[src/rtl/core/ialu_pkg.sv]
// shared types and codes for the 64-bit integer alu with divide
// no dependencies
package ialu_pkg;

  localparam int unsigned XLEN = 64;
  localparam int unsigned SHIFT_MASK = 63;

  typedef enum logic [4:0] {
    FN_ADD    = 5'd0,
    FN_SUB    = 5'd1,
    FN_MUL    = 5'd2,
    FN_DIV    = 5'd3,
    FN_MOD    = 5'd4,
    FN_AND    = 5'd5,
    FN_OR     = 5'd6,
    FN_XOR    = 5'd7,
    FN_SHL    = 5'd8,
    FN_SHR    = 5'd9,
    FN_EQ     = 5'd10,
    FN_NE     = 5'd11,
    FN_LT     = 5'd12,
    FN_LE     = 5'd13,
    FN_GT     = 5'd14,
    FN_GE     = 5'd15,
    FN_NEG    = 5'd16,
    FN_NOT    = 5'd17,
    FN_LOGNOT = 5'd18
  } func_t;

  typedef enum logic [1:0] {
    UNIT_ALU,
    UNIT_MUL,
    UNIT_DIV,
    UNIT_NONE
  } unit_t;

  // classified request handed from front to back
  typedef struct packed {
    func_t             func;
    unit_t             unit;
    logic              uns;
    logic              b_zero;
    logic [XLEN-1:0]   a;
    logic [XLEN-1:0]   b;
  } req_t;

endpackage

[src/rtl/core/ialu_queue.sv]
// small request queue between front and back
// depends on ialu_pkg
module ialu_queue #(
  parameter int unsigned DEPTH = 2
) (
  input  logic              clk,
  input  logic              rst_n,
  input  logic              push_vld,
  output logic              push_rdy,
  input  ialu_pkg::req_t    push_data,
  output logic              pop_vld,
  input  logic              pop_rdy,
  output ialu_pkg::req_t    pop_data
);

  localparam int unsigned PW = (DEPTH > 1) ? $clog2(DEPTH) : 1;
  localparam int unsigned CW = $clog2(DEPTH + 1);

  ialu_pkg::req_t    mem_r [DEPTH];
  logic [PW-1:0]     wr_r, rd_r;
  logic [CW-1:0]     cnt_r;
  logic              push, pop;

  assign push_rdy = (cnt_r != CW'(DEPTH));
  assign pop_vld  = (cnt_r != '0);
  assign pop_data = mem_r[rd_r];
  assign push     = push_vld && push_rdy;
  assign pop      = pop_vld && pop_rdy;

  // pointers and fill count
  always_ff @(posedge clk) begin
    if (!rst_n) begin
      wr_r  <= '0;
      rd_r  <= '0;
      cnt_r <= '0;
    end else begin
      if (push) wr_r <= (wr_r == PW'(DEPTH - 1)) ? '0 : wr_r + 1'b1;
      if (pop)  rd_r <= (rd_r == PW'(DEPTH - 1)) ? '0 : rd_r + 1'b1;
      if (push && !pop) cnt_r <= cnt_r + 1'b1;
      else if (pop && !push) cnt_r <= cnt_r - 1'b1;
    end
    if (push) begin
      mem_r[wr_r] <= push_data;
    end
  end

endmodule

[config.mk]
export PLATFORM = sky130hd
export DESIGN_NAME = ialu_queue
export DESIGN_NICKNAME = d
export VERILOG_FILES = /design/src/rtl/core/ialu_pkg.sv /design/src/rtl/core/ialu_queue.sv
export SDC_FILE = /design/constraint.sdc
export NUM_CORES = 1
export LEC_CHECK = 0
export ABC_CLOCK_PERIOD_IN_PS = 5100
export BUFFER_PORTS_ARGS = -buffer_cell sky130_fd_sc_hd__buf_2
export CAP_MARGIN = 20
export CELL_PAD_IN_SITES_DETAIL_PLACEMENT = 0
export CELL_PAD_IN_SITES_GLOBAL_PLACEMENT = 1
export CORE_MARGIN = 10
export CORE_UTILIZATION = 30
export DETAILED_ROUTE_END_ITERATION = 16
export PLACE_DENSITY_LB_ADDON = 0.1
export REMOVE_ABC_BUFFERS = 1
export SETUP_SLACK_MARGIN = 0.2
export SYNTH_ARGS = -nofsm -noshare
export SYNTH_HDL_FRONTEND = slang
export SYNTH_SLANG_ARGS = --single-unit
export TNS_END_PERCENT = 50
[constraint.sdc]
create_clock -name clk -period 5.1 [get_ports clk]
set_input_delay 0.255 -clock clk [delete_from_list [all_inputs] [get_ports clk]]
set_output_delay 0.255 -clock clk [all_outputs]
set_load 0.005 [all_outputs]
# After elaboration in Yosys (flattened, before gate mapping)
# Memory sizes are Yosys's and may differ from the RTL's. A register that Yosys moved wholly into a read port is not among the register bits.
# Cells that the tools add are included.
# totals
ram_bits	274
ff_bits	4
word_cells	25
out_inout_bits	139
n_memories	1
inputBits	141
# classes
reduce_logical	8
n_mux	8
n_addsub	4
eq_ne	1
# mem_list
name	words	word_bits	read_ports	rd_ports_with_merged_regs	wr	line	text
mem_r	2	137	1	1	1	ialu_queue.sv:19	ialu_pkg::req_t mem_r [DEPTH];
# ops
cell	n
1-bit two-way mux	6
1-bit logical AND	4
2-bit two-way mux	2
2-bit nonzero test	2
1-bit adder, second input constant	2
2-bit by 1-bit adder with 2-bit output, second input constant	1
1-bit zero test	2
2-bit inequality test, second input constant	1
2-bit by 1-bit subtractor with 2-bit output, second input constant	1

# Logic depth before layout (Yosys ltp)
# Gate-level depths: netlist (run 1).
# depth
word_depth	6
depth_mapped	6
mapped_depth_nobuf	6

# Worst setup path before layout (run 1)
# Ideal clock, no wire load.
# synth_path
kind	reg2reg
startpoint	reg cnt_r[0]
endpoint	mem mem_r[1][0] (netlist name), enable pin
synth_period_minus_slack_ns	4.263
stages_incl_launch_ff	3
arrival_time_ns	3.750
setup_slack_ns	0.837
required_ns	4.587
path_buffers	0
setup_ns	0.513
cell_sequence	dfxtp_1 -> nand2b_4 -> and3_1
# synth_between
elab_chain_len	4
# synth_lines
element	line	text
start: declaration	ialu_queue.sv:21	logic [CW-1:0] cnt_r;
start signal: assignment	ialu_queue.sv:39	if (push && !pop) cnt_r <= cnt_r + 1'b1;
start signal: assignment	ialu_queue.sv:40	else if (pop && !push) cnt_r <= cnt_r - 1'b1;
2-bit inequality test	ialu_queue.sv:24	assign push_rdy = (cnt_r != CW'(DEPTH));
named net push_rdy	ialu_queue.sv:9	output logic push_rdy,
1-bit logical AND	ialu_queue.sv:27	assign push = push_vld && push_rdy;
1-bit two-way mux	ialu_queue.sv:42	if (push) begin
1-bit two-way mux (implied by the code)	ialu_queue.sv:43	mem_r[wr_r] <= push_data;
end: declaration	ialu_queue.sv:19	
# The timed path passes the listed nets, and every way through them passes these cells.

==> qor.yml, run 1 <==
max_stage_delay_ps: 790
path_class: "flip-flop to primary output"
p_switching_w: 0.001642
fp.dieW_um: 204.1
multi_input_area_um2: 1687
cp-start-kind: "flip-flop"
root_buffer: "clkbuf_16"
reg2reg_depth: 4
slew_viol_final: 0
postRouteAntennaNets: 0
pwr-share-clk_pct: 32.6
yosysUniqueCellTypes: 20
max_freq_ghz: 0.3717
cts.path.max_buffers: 3
ys_seq_area_share_pct: 81.94
cpMaxStageDelayCell: "dfxtp_4"
hold_viol_final: 0
cts_resized: 0
vias: 5705
p_leak_nw: 5.347
crit_path_max_fanout: 90
dp_hpwl_um: 16500
endpoint: "pop_data[8]"
worstPathArrival_ps: 2440
syn_area_per_cell_um2: 22.59
syn_area_um2: 10160
sw_frac_of_total_pct: 25.11
cts.clk_slew.worst_paths_ps: 60
finalSetupTns_ps: 0
via_per_inst: 4.195
area_growth_pct: 41.77
cp_top_family: "flip-flops"
cp.depth: 3
cts.htree.levels: 1
firstDrtPassIters: 4
overflow: 0
cts_buffers: 31
grt_first_pass_wirelength_um: 38010
io_buffer_count: 279
r2r_start: "cnt_r[0]$_SDFFE_PN0P_"
die_area_um2: 41640
pin_count: 280
crit_chain: "buf_12, mux2_2, buf_2"
cts.sinks: 279
synth_cells: 450
finalSetupViolations: 0
fill_cells: 3000
core_area_um2: 33450
layout_common_cells: "buf_2, edfxtp_1, dlygate4sd3_1, mux2_2, clkbuf_16"
peakVddDrop_uv: 271.1
drive_gt1_share_pct: 51.59
yosys_warnings: 0
die_h_um: 204.1
required_ps: 4850
place.gp.congestion: 0.6991
end_kind: "primary output"
regArea_um2: 8332
clock_insertion_delay_worst_skew_ps: 540
track_usage_pct: 11.67
wirelength_um: 25100
grt_max_degree: 102
ys_ff_latch: 279
cts_tree: "done"
skew_ps: 9.523
final_core_util_pct: 43.08
min_period_over_period_pct: 52.75
rsz0062_at_grt: "no"
rows: 67
timing.rr.end: "mem_r[0][1]$_DFFE_PP_"
status: "finished, final reports clean"
drtIter0Drc: 234
worst_slew_pin_slew_ps: 1040
grt_pass1_vias: 6522
relSlewSlack_pct: 30.67
r2r_setup_slack_ps: 2530
wire_per_inst_um: 18.46
start_util_pct: 30.39
seqPwrFrac_pct: 45.6
maxCapViolCount: 0
p_int_w: 0.004898
pwr_density_cell_nw_per_um2: 453.9
min_period_ps: 2690
nets: 1030
antenna_found_initial: 1
hold_class: "input port to flip-flop"
power_frac_comb_pct: 21.8
mostFrequentLayoutCell: "buf_2"
path_buf_inv: 2
total_power_w: 0.006540
post-route-drc-count: 0
==> power by group through the flow <==
| stage | Clock, W | Combinational (W) | Sequential (W) |
|---|---|---|---|
| 5_1_grt | 0.00231 | 0.00157 | 0.00302 |
| 2_1_floorplan | 0 | 0.000718 | 0.00310 |
| 4_1_cts | 0.00220 | 0.00149 | 0.00299 |
| 3_3_place_gp | 0 | 0.00138 | 0.00302 |
| 3_5_place_dp | 0 | 0.00140 | 0.00304 |
| 6_report | 0.00213 | 0.00143 | 0.00298 |
==> routing by layer <==
layer / track usage [%] / share of wire (%)
met1: 14.21 / 42
met2: 19.62 / 49
met4: 2.513 / 1.7
met3: 4.058 / 7.6
met5: 0 / 0
==> Yosys cell counts <==
cell type | instances | area share, %
dfxtp_1 | 5 | 0.98
or3_1 | 1 | 0.062
xnor2_1 | 2 | 0.17
and3_1 | 1 | 0.062
xor2_1 | 1 | 0.086
a21bo_2 | 1 | 0.098
nand2b_4 | 1 | 0.14
o21ai_1 | 1 | 0.049
buf_6 | 10 | 1.1
inv_1 | 1 | 0.037
and2_1 | 4 | 0.25
a21boi_0 | 1 | 0.074
a21boi_1 | 1 | 0.074
o21ai_0 | 1 | 0.049
nand3b_1 | 1 | 0.074
buf_4 | 5 | 0.37
mux2_2 | 137 | 15
edfxtp_1 | 274 | 81
ha_1 | 1 | 0.12
or2_2 | 1 | 0.062
==> worst min-delay path by stage <==
stage,from,endpoint,slack (ps),depth (start not counted)
after global placement,push_data[6],mem_r[1][6]$_DFFE_PP_,440,1
after detailed placement,push_data[131],mem_r[0][131]$_DFFE_PP_,450,1
final,push_vld,wr_r$_SDFFE_PN0P_,60,3
after floorplan,push_data[0],mem_r[0][0]$_DFFE_PP_,350,0
after global routing,push_vld,wr_r$_SDFFE_PN0P_,70,3
after CTS,push_vld,wr_r$_SDFFE_PN0P_,20,3
==> cells by family after synthesis <==
group | count (synthesis) | share of synthesized area, %
flops | 279 | 81.94
compound gates | 5 | 0.3447
mux | 137 | 15.18
fa+ha+maj | 1 | 0.1231
buf+inv | 16 | 1.514
xor+xnor | 3 | 0.2586
simple gates | 9 | 0.6402
==> layout make-up <==
| type | count | share of cell area [%] |
|---|---|---|
| inverter | 1 | 0.06079 |
| antenna | 1 | 0.01737 |
| sequential | 279 | 57.82 |
| timing repair buffer | 420 | 19.61 |
| clock buffer | 43 | 6.113 |
| clock inverter | 13 | 0.7815 |
| tap | 448 | 3.890 |
| multi-input combinational | 155 | 11.71 |
==> repair_timing <==
item                                   4_1_cts  5_1_grt
endpoints found under the hold margin      279        0
hold buffers                               138        0
setup buffers                                0        0
==> per-stage QoR <==
step	cell area (um2)	cells	worst slack (ps)	hold WS [ps]
after floorplan	10010	435	836.8	353.9
after global placement	12030	1165	2525	442.3
after detailed placement	12030	1165	2463	447.8
after CTS	14410	1359	2284	24.39
after global routing	14410	1359	2207	66.98
final	14410	1360	2410	56.00
==> worst register-to-register path, stage by stage (launching register included) <==
cell and delay [ps]:
dfxtp_1 420, nand2b_4 190, nand3b_1 170, inv_6 770, buf_4 630
==> sequential cells by signal (all words and copies together) (netlist names), named ones only <==
| signal | cells |
|---|---|
| rd_r | 1 |
| wr_r | 1 |
| mem_r | 274 |
| cnt_r | 2 |
No activity file was read; power rests on OpenSTA's default activity.
==> inputs of run 2 (changes only) <==
--- a/config.mk
+++ b/config.mk
@@ -5,7 +5,7 @@
 export SDC_FILE = /design/constraint.sdc
 export NUM_CORES = 1
 export LEC_CHECK = 0
-export ABC_CLOCK_PERIOD_IN_PS = 5100
+export ABC_CLOCK_PERIOD_IN_PS = 2600
 export BUFFER_PORTS_ARGS = -buffer_cell sky130_fd_sc_hd__buf_2
 export CAP_MARGIN = 20
 export CELL_PAD_IN_SITES_DETAIL_PLACEMENT = 0
==> constraint.sdc (replaced) <==
create_clock -name clk -period 2.6 [get_ports clk]
set_input_delay 0.13 -clock clk [delete_from_list [all_inputs] [get_ports clk]]
set_output_delay 0.13 -clock clk [all_outputs]
set_load 0.005 [all_outputs]
==> run 2 against run 1 <==
Flip-flop and latch count is the same. Register-to-register slack worse by 1700 ps. Critical path depth did not move. Cell area up 0.92%. Worst hold slack got worse by 6.4 ps. Via count is 2.1% higher. Sequential power rose by 93%. Core utilization grew 0.40 points. Die area is the same. Clock skew hardly changed. Routed wire length grew 1.0%. Largest power group unchanged. Highest routed layer unchanged.
==> qor.yml, run 2 (same netlist as run 1, synthesis figures left out) <==
hold_viol_final: 0  # unchanged
die_area_um2: 41640  # unchanged
holdWs_ps: 49.61  # was 56.00 ps
track_usage_pct: 11.86  # was 11.67%
cts.htree.levels: 1  # unchanged
layout_common_cells: "buf_2, edfxtp_1, dlygate4sd3_1, mux2_2, clkbuf_16"  # unchanged
wirelength_um: 25360  # was 25,100 um
slew_viol_final: 0  # unchanged
hold_start: "pop_rdy"  # was push_vld
area_growth_pct: 43.07  # was 41.77%
hold_class: "input port to flip-flop"  # unchanged
cts.path.max_buffers: 3  # unchanged
place_area_um2: 12140  # was 12,030 um2
firstDrtPassIters: 6  # was 4
cts_buffers: 31  # unchanged
finalInstanceArea_um2: 14540  # was 14,410 um2
clock_insertion_delay_worst_skew_ps: 540  # about the same
cts_tree: "done"  # unchanged
nets: 1039  # was 1,030
cpMaxStageDelayCell: "buf_4"  # was dfxtp_4
max_freq_ghz: 0.4541
reg2reg_depth: 4  # unchanged
die_h_um: 204.1  # unchanged
grt_pass1_vias: 6575  # was 6,522
cp_top_family: "buffers and inverters"  # was flip-flops
required_ps: 2470  # was 4850 ps
start_util_pct: 30.39  # unchanged
crit_chain: "buf_4, mux2_2, buf_2"  # was buf_12, mux2_2, buf_2
min_period_over_period_pct: 84.71
largest_reg_flops: 274  # unchanged
grt_first_pass_wirelength_um: 38700  # was 38,010 um
wire_per_inst_um: 18.48  # was 18.46 um
antenna_found_initial: 3  # was 1
relSlewSlack_pct: 51.30  # was 30.67%
finalSetupTns_ps: 0  # unchanged
peakVddDrop_uv: 500.6  # was 271.1 uV
worstPathArrival_ps: 2070  # was 2440 ps
holdPathStages: 4  # was 3
path_buf_inv: 2  # unchanged
crit_path_max_fanout: 53  # was 90
r2r_start: "cnt_r[0]$_SDFFE_PN0P_"  # unchanged
dp_cells: 1173  # was 1,165
vias: 5825  # was 5,705
root_buffer: "clkbuf_16"  # unchanged
fill_cells: 3013  # was 3,000
maxCapViolCount: 0  # unchanged
pin_count: 280  # unchanged
cts.clk_slew.worst_paths_ps: 60  # about the same
status: "finished, final reports clean"  # unchanged
hold_end: "rd_r$_SDFFE_PN0P_"  # was wr_r$_SDFFE_PN0P_
min_period_ps: 2202
regMostFlops: "mem_r"  # unchanged
finalSetupViolations: 0  # unchanged
cp-start-kind: "flip-flop"  # unchanged
worst_slew_pin_slew_ps: 730.5  # was 1040 ps
skew_ps: 9.475  # was 9.523 ps
post_cts_buffers: 0  # unchanged
dp_hpwl_um: 17210  # was 16,500 um
p_leak_nw: 5.405  # was 5.347 nW
mostFrequentLayoutCell: "buf_2"  # unchanged
overflow: 0  # unchanged
rsz0062_at_grt: "no"  # unchanged
place_ws_ps: 731.0  # was 2463 ps
io_buffer_count: 279  # unchanged
r2r_setup_slack_ps: 780  # was 2530 ps
fp.dieW_um: 204.1  # unchanged
end_kind: "primary output"  # unchanged
grt_max_degree: 85  # was 102
path_class: "flip-flop to primary output"  # unchanged
drtIter0Drc: 205  # was 234
rows: 67  # unchanged
core_area_um2: 33450  # unchanged
via_per_inst: 4.246  # was 4.195
drive_gt1_share_pct: 51.90  # was 51.59%
place.gp.congestion: 0.7262  # was 0.6991
post-route-drc-count: 0  # unchanged
max_stage_delay_ps: 570  # was 790 ps
cts.sinks: 279  # unchanged
postRouteAntennaNets: 0  # unchanged
timing.rr.end: "mem_r[0][116]$_DFFE_PP_"  # was mem_r[0][1]$_DFFE_PP_
worst_slack_ps: 397.7  # was 2410 ps
finalNonFillerCells: 1372  # was 1,360
reg_top3: "mem_r: 274 flops, cnt_r: 2 flops"  # unchanged
pwr_density_cell_nw_per_um2: 892.4  # was 453.9 nW/um2
run 2: metrics by stage:
step	utilization, %	power (W)
floorplan	-	0.007480
global placement	36.30	0.008704
detailed placement	36.30	0.008756
CTS	43.45	0.01326
global route	43.46	0.01368
finish	43.47	0.01298
run 2: how the worst max path moves through the flow:
stage / start / endpoint / slack [ps] / cells past startpoint
2_1_floorplan: cnt_r[0]$_SDFFE_PN0P_ / mem_r[1][0]$_DFFE_PP_ / -1660 / 2
3_3_place_gp: cnt_r[0]$_SDFFE_PN0P_ / mem_r[0][116]$_DFFE_PP_ / 770 / 4
3_5_place_dp: cnt_r[0]$_SDFFE_PN0P_ / mem_r[0][116]$_DFFE_PP_ / 730 / 4
4_1_cts: flip-flop / pop_data[9] / 310 / 3
5_1_grt: flip-flop / pop_data[31] / 260 / 3
6_report: flip-flop / pop_data[9] / 400 / 3
run 2: worst min-delay path: cells and delay by family:
family                    cells  cell delay [ps]
buffers and inverters         1               80
xor gates and xnor gates      1              160
AOI/OAI and AO/OA             1               90
and+or+nand+nor               1              110
run 2: cell type report:
| type | instances | area, um2 | share of cell area, % |
|---|---|---|---|
| inverter | 1 | 8.758 | 0.06023 |
| sequential | 279 | 8332 | 57.30 |
| multi-input combinational | 155 | 1687 | 11.60 |
| tap | 448 | 560.5 | 3.855 |
| antenna | 3 | 7.507 | 0.05163 |
| timing repair buffer | 429 | 2945 | 20.25 |
| clock inverter | 21 | 206.4 | 1.420 |
| clock buffer | 36 | 794.5 | 5.464 |
run 2: timing repair:
action | CTS | global route
hold buffers | 139 | 0
setup endpoints to repair | 0 | 0
hold endpoints to repair | 279 | 0
gates resized for setup | 0 | 0
run 2: power breakdown:
group	switching (W)	leakage, nW	internal, W
logic	0.00147	2.31	0.00151
clock network	0.00168	0.491	0.00257
registers	0.000126	2.60	0.00561
total	0.00328	5.41	0.00969
run 2: layer usage:
layer	GRT usage (%)	wire, um	part of all wire, %
met4	3.332	676	2.7
met3	3.757	1865	7.4
met5	0	0	0
met1	14.33	10410	41
met2	19.98	12400	49
