[src/rtl/core/ialu_pkg.sv]
// shared types and codes for the 64-bit integer alu with divide
// no dependencies
package ialu_pkg;

  localparam int unsigned XLEN = 64;
  localparam int unsigned SHIFT_MASK = 63;

  typedef enum logic [4:0] {
    FN_ADD    = 5'd0,
    FN_SUB    = 5'd1,
    FN_MUL    = 5'd2,
    FN_DIV    = 5'd3,
    FN_MOD    = 5'd4,
    FN_AND    = 5'd5,
    FN_OR     = 5'd6,
    FN_XOR    = 5'd7,
    FN_SHL    = 5'd8,
    FN_SHR    = 5'd9,
    FN_EQ     = 5'd10,
    FN_NE     = 5'd11,
    FN_LT     = 5'd12,
    FN_LE     = 5'd13,
    FN_GT     = 5'd14,
    FN_GE     = 5'd15,
    FN_NEG    = 5'd16,
    FN_NOT    = 5'd17,
    FN_LOGNOT = 5'd18
  } func_t;

  typedef enum logic [1:0] {
    UNIT_ALU,
    UNIT_MUL,
    UNIT_DIV,
    UNIT_NONE
  } unit_t;

  // classified request handed from front to back
  typedef struct packed {
    func_t             func;
    unit_t             unit;
    logic              uns;
    logic              b_zero;
    logic [XLEN-1:0]   a;
    logic [XLEN-1:0]   b;
  } req_t;

endpackage

[src/rtl/core/ialu_front.sv]
// front end: accepts requests, classifies them by execution unit
// depends on ialu_pkg
module ialu_front (
  input  logic              clk,
  input  logic              rst_n,
  input  logic              in_valid,
  output logic              in_ready,
  input  logic [4:0]        in_func,
  input  logic [63:0]       in_operand_a,
  input  logic [63:0]       in_operand_b,
  input  logic              in_unsigned_mode,
  output logic              req_vld,
  input  logic              req_rdy,
  output ialu_pkg::req_t    req
);

  logic              vld_r;
  ialu_pkg::req_t    req_r;
  ialu_pkg::req_t    req_nxt;

  assign in_ready = !vld_r || req_rdy;
  assign req_vld  = vld_r;
  assign req      = req_r;

  // decode the operation into a unit
  always_comb begin
    req_nxt.func   = ialu_pkg::func_t'(in_func);
    req_nxt.uns    = in_unsigned_mode;
    req_nxt.a      = in_operand_a;
    req_nxt.b      = in_operand_b;
    req_nxt.b_zero = (in_operand_b == '0);
    case (ialu_pkg::func_t'(in_func))
      ialu_pkg::FN_MUL: req_nxt.unit = ialu_pkg::UNIT_MUL;
      ialu_pkg::FN_DIV,
      ialu_pkg::FN_MOD: req_nxt.unit = ialu_pkg::UNIT_DIV;
      ialu_pkg::FN_ADD, ialu_pkg::FN_SUB, ialu_pkg::FN_AND, ialu_pkg::FN_OR,
      ialu_pkg::FN_XOR, ialu_pkg::FN_SHL, ialu_pkg::FN_SHR, ialu_pkg::FN_EQ,
      ialu_pkg::FN_NE, ialu_pkg::FN_LT, ialu_pkg::FN_LE, ialu_pkg::FN_GT,
      ialu_pkg::FN_GE, ialu_pkg::FN_NEG, ialu_pkg::FN_NOT,
      ialu_pkg::FN_LOGNOT: req_nxt.unit = ialu_pkg::UNIT_ALU;
      default: req_nxt.unit = ialu_pkg::UNIT_NONE;
    endcase
  end

  // request register
  always_ff @(posedge clk) begin
    if (!rst_n) begin
      vld_r <= 1'b0;
    end else if (in_ready) begin
      vld_r <= in_valid;
    end
    if (in_ready && in_valid) begin
      req_r <= req_nxt;
    end
  end

endmodule

[config.mk]
export PLATFORM = sky130hd
export DESIGN_NAME = ialu_front
export DESIGN_NICKNAME = d
export VERILOG_FILES = /design/src/rtl/core/ialu_pkg.sv /design/src/rtl/core/ialu_front.sv
export SDC_FILE = /design/constraint.sdc
export NUM_CORES = 1
export LEC_CHECK = 0
export BUFFER_PORTS_ARGS = -buffer_cell sky130_fd_sc_hd__buf_4
export CORE_UTILIZATION = 38
export CTS_CLUSTER_SIZE = 16
export DETAILED_ROUTE_END_ITERATION = 8
export PLACE_DENSITY_LB_ADDON = 0.05
export SYNTH_ARGS = -nofsm -noshare
export SYNTH_HDL_FRONTEND = slang
export SYNTH_SLANG_ARGS = --single-unit
[constraint.sdc]
create_clock -name clk -period 4.5 [get_ports clk]
set_input_delay 0.675 -clock clk [delete_from_list [all_inputs] [get_ports clk]]
set_output_delay 0.675 -clock clk [all_outputs]
set_load 0.02 [all_outputs]
* Word-level counts from Yosys, hierarchy flattened
Memories as Yosys holds them, arrays and structs flattened. A register that Yosys moved wholly into a read port is not among the register bits.
Cells that the tools add are included.
** Operators by class
- Reduce and logical (&&, ||, !) cells :: 4
** Operator list (number)
- $logic_not 64->1 :: 1
- $logic_and 1x1->1 :: 1
- $logic_not 1->1 :: 1
- $logic_or 1x1->1 :: 1
** Word-level totals
- Bits in read-only memories :: 64
- Memories :: 1
- Bits of input ports :: 138
- Register bits :: 136
- Output and inout bits :: 139
- Word-level logic and storage cells :: 11
** Memories
- (no name shown) :: words 32, width 2, rd ports 1, clocked after memory_dff 1, wr ports 0, RTL line ialu_front.sv:32 : case (ialu_pkg::func_t'(in_func))

* Depth between registers and ports, before layout
Gate-level depths: netlist of the first run.
- Word-level depth :: 3
- Mapped depth :: 3
- Depth with buffers taken out :: 3

* Worst setup path after synthesis of the first run
No wires, ideal clock.
- Kind :: input to register
- Start :: input req_rdy
- End :: register req_r (netlist bit req[0]) (enable)
- Stages on the path :: 2
- Data required time :: 3988 ps
- Library setup time :: 512 ps
- Buffers on the path :: 0
- Slack :: -126 ps
- Arrival :: 4113 ps
- Cell sequence :: nand2b_1 > and2_1
** Between the ends
- Word-level cells in the longest chain between the ends :: 2
** RTL lines
- start, declared :: RTL line ialu_front.sv:13 : input logic req_rdy,
- $logic_or 1x1->1 :: RTL line ialu_front.sv:21 : assign in_ready = !vld_r || req_rdy;
- $logic_and 1x1->1 :: RTL line ialu_front.sv:52 : if (in_ready && in_valid) begin
- end signal, assigned :: RTL line ialu_front.sv:53 : req_r <= req_nxt;
- end, declared :: RTL line ialu_front.sv:18 : ialu_pkg::req_t req_r;
Every way passes these cells.
A chain may end at the register's enable or synchronous reset.

* Final worst setup path of the first run
- Start :: input req_rdy
- End :: register req_r (netlist bit req[30]) (enable)
Same word-level chain as after synthesis.

==> results of run 1 <==
where the power goes:
group	leakage (uW)	internal, uW	total, uW	switching [uW]
registers	0.00133	1510	1530	20.2
logic	0.00138	166	350	184
clock network	0.000269	795	1260	467
metal layers:
layer  vias to the layer above  GRT usage [%]  routed length, um  part of all wire [%]
met1                      1330           18.4               3700                    33
met4                         0           8.98                201                   1.8
met5                         -              0                  0                     0
li1                       1327              -                  -                     -
met3                        15           8.97               1310                    12
met2                       163           32.3               5900                    53
metrics by stage:
stage | utilization [%] | area [sq um] | hold WS, ns
2_1_floorplan | - | 4350 | 0.749
3_3_place_gp | 60.3 | 6620 | 0.524
3_5_place_dp | 60.3 | 6620 | 0.549
4_1_cts | 65.2 | 7160 | 0.427
5_1_grt | 65.2 | 7160 | 0.420
6_report | 65.2 | 7160 | 0.444
worst max path at each step:
stage	startpoint	endpoint	slack, ns	cells after the start
floorplan	req_rdy	req[0]	1.39	2
global placement	req_rdy	req[93]	2.08	4
detailed placement	req_rdy	req[95]	2.05	4
CTS	req_rdy	req[95]	2.47	4
global route	req_rdy	req[95]	2.36	4
finish	req_rdy	req[30]	2.44	4
cell usage after synthesis, drive strengths merged:
cell,instances,area [sq um]
and2,1,6.26
nor3,1,5.00
nand2,1,3.75
a21oi,1,5.00
nand4,4,25.0
inv,2,7.51
nor4,18,125
nand2b,1,6.26
nor2,1,3.75
o21ai,3,15.0
a21boi,1,7.51
a32oi,1,8.76
dfxtp,1,20.0
edfxtp,137,4110
flip-flops by register name, indices dropped and copies added (netlist names):
signal and count:
req 137, req_vld 1
worst reg2reg max path: stages (launching register included):
cell and delay (ns):
sky130_fd_sc_hd__dfxtp_1 0.31, sky130_fd_sc_hd__nand2b_1 0.10, sky130_fd_sc_hd__and2_4 0.74, sky130_fd_sc_hd__buf_12 0.46
kinds of logic (layout without fill, tap and decap cells):
group                  after synthesis  in the layout  share of synthesized area [%]
and+or+nand+nor                     27             27                           4.02
buffers and inverters                2            311                          0.173
AOI/OAI and AO/OA                    6              6                          0.833
DFF                                138            138                           95.0
layout make-up:
type	count	area, sq um	area share (%)
timing repair buffer	277	2090	29.2
tap	140	175	2.45
clock inverter	14	111	1.55
inverter	2	7.51	0.105
sequential	138	4130	57.7
clock buffer	18	429	5.99
multi-input combinational	33	214	2.99
==> reports/results.tsv, run 1 <==
stage	metric	value	unit
run_status	status	finished clean	
sta	setup_viol	0	
grt	grt_util_all_layers	18.6	%
sta	final_min_period_over_clock_period	45.8	%
finish	antenna-diode-count	0	
worst_setup_path	cp_slowest_stage_delay	0.74	ns
pwr	total_leakage_power	0.00298	uW
yosys	synthesized_netlist_cell_count	173	
sta	finalHoldViolations	0	
yosys	seq_cells_post_synth	138	
worst_hold_path	worst_hold_path.endpoint	req[113]	
floorplan	core_area	11000	sq um
placement	gp_congestion	0.759	
yosys	synth-seq-area-share	95.0	%
clock_network	htreeDepth	4	
grt	grt_max_degree	70	
clock_network	cts_setup_buffers	0	
yosys	synth.avg_cell_area	25.2	sq um
finish	layout.cells.most_common_list	sky130_fd_sc_hd__buf_4 (276), sky130_fd_sc_hd__edfxtp_1 (137), sky130_fd_sc_hd__clkbuf_16 (17)	
finish	post_route_cells_drive_above_1_share	63.1	%
worst_setup_path	path_buf_inv	2	
routing	drtIter0Drc	131	
grt	grt_pass1_wl	15200	um
yosys	netlist_area	4350	sq um
clock_network	clock_insertion_delay_worst_skew	0.40	ns
placement	dp_hpwl	8630	um
clock_network	tritoncts_clock_tree	built	
sta	finalSetupTns	0	ns
sta	fin_ws	2.44	ns
worst_setup_path	worst-setup-path-type	primary input to flop	
floorplan	fp.dieArea	11900	sq um
worst_setup_path	setup.worst_path.end_class	flop	
finish	syn2layout_area_growth	64.6	%
worst_setup_path	r2r_cells	3	
pwr	power.density_cell_area	438	nW/um^2
sta	final_count_of_pins_violating_max_slew	0	
grt	antenna_found_initial	0	
finish	fillCellCount	806	
placement	placedCellCount	590	
worst_setup_path	worst_path_dominant_cell_family	simple AND/OR/NAND/NOR gates	
clock_network	clock_path_buffers	2	
finish	mostFrequentLayoutCell	sky130_fd_sc_hd__buf_4	
clock_network	numCtsBuffers	17	
floorplan	initial_cell_density_of_the_core	39.6	%
floorplan	placementRows	38	
worst_hold_path	worst_hold_path.num_cells	1	
worst_setup_path	worst-endpoint-required	4.56	ns
clock_network	cts-resized-gates	0	
sta	rsz_0062_raised_after_global_routing	no	
clock_network	cts.root.buffer_cell	sky130_fd_sc_hd__clkbuf_16	
sta	max_freq	485	MHz
worst_hold_path	min_path_type	primary input to flop	
routing	detail_route.wirelength	11100	um
worst_setup_path	crit_chain	buf_4 -> nand2b_1 -> and2_4 -> buf_12	
worst_setup_path	worstPathArrival	2.12	ns
worst_setup_path	start_kind	primary input	
routing	drc	0	
worst_setup_path	regToRegStartpoint	req_vld	
clock_network	cts_hold_buffers	0	
worst_setup_path	critPathSlowestCell	sky130_fd_sc_hd__and2_4	
clock_network	numClockSinks	138	
worst_setup_path	reg2reg_setup_slack	2.50	ns
yosys	synth_fp_nets	311	
pwr	report.power.total	3140	uW
routing	viasPerCell	4.56	
yosys	ys.warnings.count	0	
sta	worst_slew_pin_slew	0.918	ns
pwr	power.ir.vdd_worst	279	uV
worst_setup_path	critical_path.max_fanout	69	
grt	globalRoute.totalOverflow	0	
floorplan	horizontal_extent_of_the_die	109	um
routing	routed_wire_length_per_instance	17.9	um
routing	final_antenna_net_count	0	
routing	drt-pass1-iter-count	4	
run	maxCapViolCount	0	
sta	timing.clock.skew	0.00528	ns
finish	final-instance-count-excl-fill	622	
finish	final_net_count	607	
sta	maxSlewHeadroom	38.8	%
yosys	yosysUniqueCellTypes	15	
floorplan	ioPinCount	277	
sta	min_period	2.06	ns
grt	first_global_vias	2789	
worst_hold_path	timing.hold.worst.start	in_operand_a[49]	
floorplan	die_ht	109	um
placement	port_buffers	276	
routing	detailroute.via_count	2835	
clock_network	worst_setup_hold_path_clk_slew	0.06	ns
worst_setup_path	regToRegEndpoint	req[30]	
placement	post-place-ws	2.05	ns
No activity file was read; power rests on OpenSTA's default activity.
==> run 2: changes to the inputs <==
--- a/config.mk
+++ b/config.mk
@@ -6,9 +6,10 @@
 export NUM_CORES = 1
 export LEC_CHECK = 0
 export BUFFER_PORTS_ARGS = -buffer_cell sky130_fd_sc_hd__buf_4
-export CORE_UTILIZATION = 38
+export CORE_AREA = 2 2 108 110
 export CTS_CLUSTER_SIZE = 16
 export DETAILED_ROUTE_END_ITERATION = 8
+export DIE_AREA = 0 0 110 112
 export PLACE_DENSITY_LB_ADDON = 0.05
 export SYNTH_ARGS = -nofsm -noshare
 export SYNTH_HDL_FRONTEND = slang
==> constraint.sdc (replaced) <==
create_clock -name clk -period 2 [get_ports clk]
set_input_delay 0.3 -clock clk [delete_from_list [all_inputs] [get_ports clk]]
set_output_delay 0.3 -clock clk [all_outputs]
set_load 0.02 [all_outputs]
==> run 2 against run 1 <==
Compared with the run above:
- via count rose by 0.25%
- largest cell class unchanged
- sequential share of layout area down 0.45 points
- power is 130% higher
- combinational power up 130%
- non-clock buffer count up 2
- utilization is 0.61 points lower
- flip-flop and latch count did not move
- final cell count increased by 0.64%
==> reports/results.tsv, run 2 (synthesis results as in run 1) <==
stage	metric	value	unit	change
grt	grt_util_all_layers	17.8	%	-0.78 points
routing	drt-pass1-iter-count	4		unchanged
run_status	status	finished clean		
worst_setup_path	worst-endpoint-required	2.08	ns	-2.48 ns
sta	timing.clock.skew	0.00425	ns	-0.00102 ns
floorplan	fp.dieArea	12300	sq um	+3.6%
sta	final_min_period_over_clock_period	70.7	%	
clock_network	worst_setup_hold_path_clk_slew	0.06	ns	about the same
clock_network	numClockSinks	138		unchanged
routing	detailroute.via_count	2842		+0.25%
worst_setup_path	setup.worst_path.end_class	flop		
finish	fillCellCount	855		+6.1%
grt	antenna_found_initial	0		unchanged
sta	worst_slew_pin_slew	0.421	ns	-0.497 ns
finish	layout.cells.most_common_list	sky130_fd_sc_hd__buf_4 (277), sky130_fd_sc_hd__edfxtp_1 (137), sky130_fd_sc_hd__clkbuf_16 (17)		
clock_network	cts_hold_buffers	0		unchanged
finish	syn2layout_area_growth	65.9	%	
worst_setup_path	worst-setup-path-type	flop to flop		
placement	placedCellCount	595		+0.85%
finish	largest_reg_flops	137		unchanged
clock_network	numCtsBuffers	17		unchanged
finish	final_net_count	609		+0.33%
placement	port_buffers	276		unchanged
pwr	power.ir.vdd_worst	464	uV	+66%
clock_network	clock_path_buffers	2		unchanged
routing	drtIter0Drc	95		-27%
clock_network	tritoncts_clock_tree	built		
sta	fin_worst_hold_slack	0.0659	ns	-0.379 ns
finish	final-instance-count-excl-fill	626		+0.64%
routing	final_antenna_net_count	0		unchanged
sta	fin_ws	0.586	ns	-1.85 ns
sta	min_period	1.41	ns	
worst_setup_path	start_kind	flop		
grt	first_global_vias	2843		+1.9%
clock_network	clock_insertion_delay_worst_skew	0.41	ns	about the same
grt	grt_pass1_wl	15600	um	+2.4%
pwr	power.density_cell_area	989	nW/um^2	+130%
routing	detail_route.wirelength	11100	um	-0.35%
finish	antenna-diode-count	0		unchanged
finish	post_route_cells_drive_above_1_share	64.4	%	+1.3 points
grt	grt_max_degree	60		-14%
floorplan	initial_cell_density_of_the_core	39.0	%	-0.68 points
grt	globalRoute.totalOverflow	0		unchanged
run	maxCapViolCount	0		unchanged
worst_setup_path	regToRegEndpoint	req[27]		
pwr	total_leakage_power	0.00299	uW	+0.31%
floorplan	placementRows	39		+2.6%
sta	final_count_of_pins_violating_max_slew	0		unchanged
placement	gp_congestion	0.746		-1.7%
worst_hold_path	worst_hold_path.num_cells	1		unchanged
routing	drc	0		unchanged
clock_network	cts-resized-gates	0		unchanged
clock_network	cts_setup_buffers	0		unchanged
clock_network	htreeDepth	4		unchanged
worst_setup_path	critical_path.max_fanout	23		-67%
routing	viasPerCell	4.54		-0.39%
worst_hold_path	worst_hold_path.endpoint	req[107]		
worst_hold_path	timing.hold.worst.start	in_operand_a[43]		
sta	max_freq	707	MHz	
worst_hold_path	min_path_type	primary input to flop		
worst_setup_path	worstPathArrival	1.50	ns	-0.62 ns
sta	maxSlewHeadroom	71.7	%	+33 points
floorplan	horizontal_extent_of_the_die	110	um	+0.89%
sta	finalHoldViolations	0		unchanged
clock_network	cts.root.buffer_cell	sky130_fd_sc_hd__clkbuf_16		
sta	finalSetupTns	0	ns	unchanged
sta	rsz_0062_raised_after_global_routing	no		
sta	setup_viol	0		unchanged
floorplan	core_area	11200	sq um	+1.7%
routing	routed_wire_length_per_instance	17.7	um	-0.99%
placement	post-place-ws	0.463	ns	-1.58 ns
worst_setup_path	r2r_cells	3		unchanged
floorplan	die_ht	112	um	+2.7%
worst_setup_path	reg2reg_setup_slack	0.59	ns	-1.91 ns
worst_setup_path	regToRegStartpoint	req_vld		
floorplan	ioPinCount	277		unchanged
finish	mostFrequentLayoutCell	sky130_fd_sc_hd__buf_4		
## run 2: cell types whose count changed in the layout (fill, tap and decap cells not counted)
| cell | previous run | this run |
|---|---|---|
| sky130_fd_sc_hd__clkinv_4 | 0 | 1 |
| sky130_fd_sc_hd__nand2b_1 | 1 | 0 |
| sky130_fd_sc_hd__clkinv_2 | 5 | 3 |
| sky130_fd_sc_hd__buf_12 | 1 | 2 |
| sky130_fd_sc_hd__clkbuf_1 | 1 | 0 |
| sky130_fd_sc_hd__nand2b_4 | 0 | 1 |
| sky130_fd_sc_hd__clkinv_1 | 7 | 3 |
| sky130_fd_sc_hd__clkinvlp_4 | 0 | 5 |
| sky130_fd_sc_hd__buf_4 | 276 | 277 |
## run 2: metal layers
| metal | wire [um] | global-route usage, % | part of all wire, % | up-vias |
|---|---|---|---|---|
| met5 | 0 | 0 | 0 | - |
| met4 | 140 | 7.09 | 1.3 | 0 |
| met3 | 1150 | 7.73 | 10 | 12 |
| met2 | 6100 | 31.6 | 55 | 149 |
| met1 | 3670 | 17.9 | 33 | 1362 |
| li1 | - | - | - | 1319 |
## run 2: worst max-delay path by stage
stage,startpoint,endpoint,slack [ns],cells after the start
floorplan,req_vld,req[0],0.04,2
global placement,req_rdy,req[115],0.50,4
detailed placement,req_rdy,req[115],0.46,4
CTS,req_vld,req[28],0.56,3
global route,req_vld,req[27],0.49,3
finish,req_vld,req[27],0.59,3
## run 2: where the power goes
part	leakage (uW)	switching, uW	total, uW	internal (uW)
clock	0.000259	1110	2910	1800
combinational	0.00140	414	796	382
sequential	0.00133	44.9	3430	3390
total	0.00299	1570	7140	5570
## run 2: final cells by class
type                            instances  area (sq um)  area share (%)
Sequential cell                       138          4130            57.3
Timing Repair Buffer                  279          2120            29.4
Clock buffer                           17           425            5.89
Multi-Input combinational cell         33           221            3.07
Tap cell                              143           179            2.48
Clock inverter                         14           133            1.84
Inverter                                2          7.51           0.104
## run 2: critical path: stages (launching register included)
cell and delay, ns:
sky130_fd_sc_hd__dfxtp_1 0.33, sky130_fd_sc_hd__nand2b_4 0.08, sky130_fd_sc_hd__and2_4 0.31, sky130_fd_sc_hd__buf_4 0.35
## run 2: stage by stage
step | power (uW) | util [%] | area (sq um)
floorplan | 3780 | - | 4360
global placement | 4280 | 59.6 | 6660
detailed placement | 4300 | 59.6 | 6660
CTS | 7220 | 64.6 | 7220
global route | 7380 | 64.6 | 7220
finish | 7140 | 64.6 | 7220
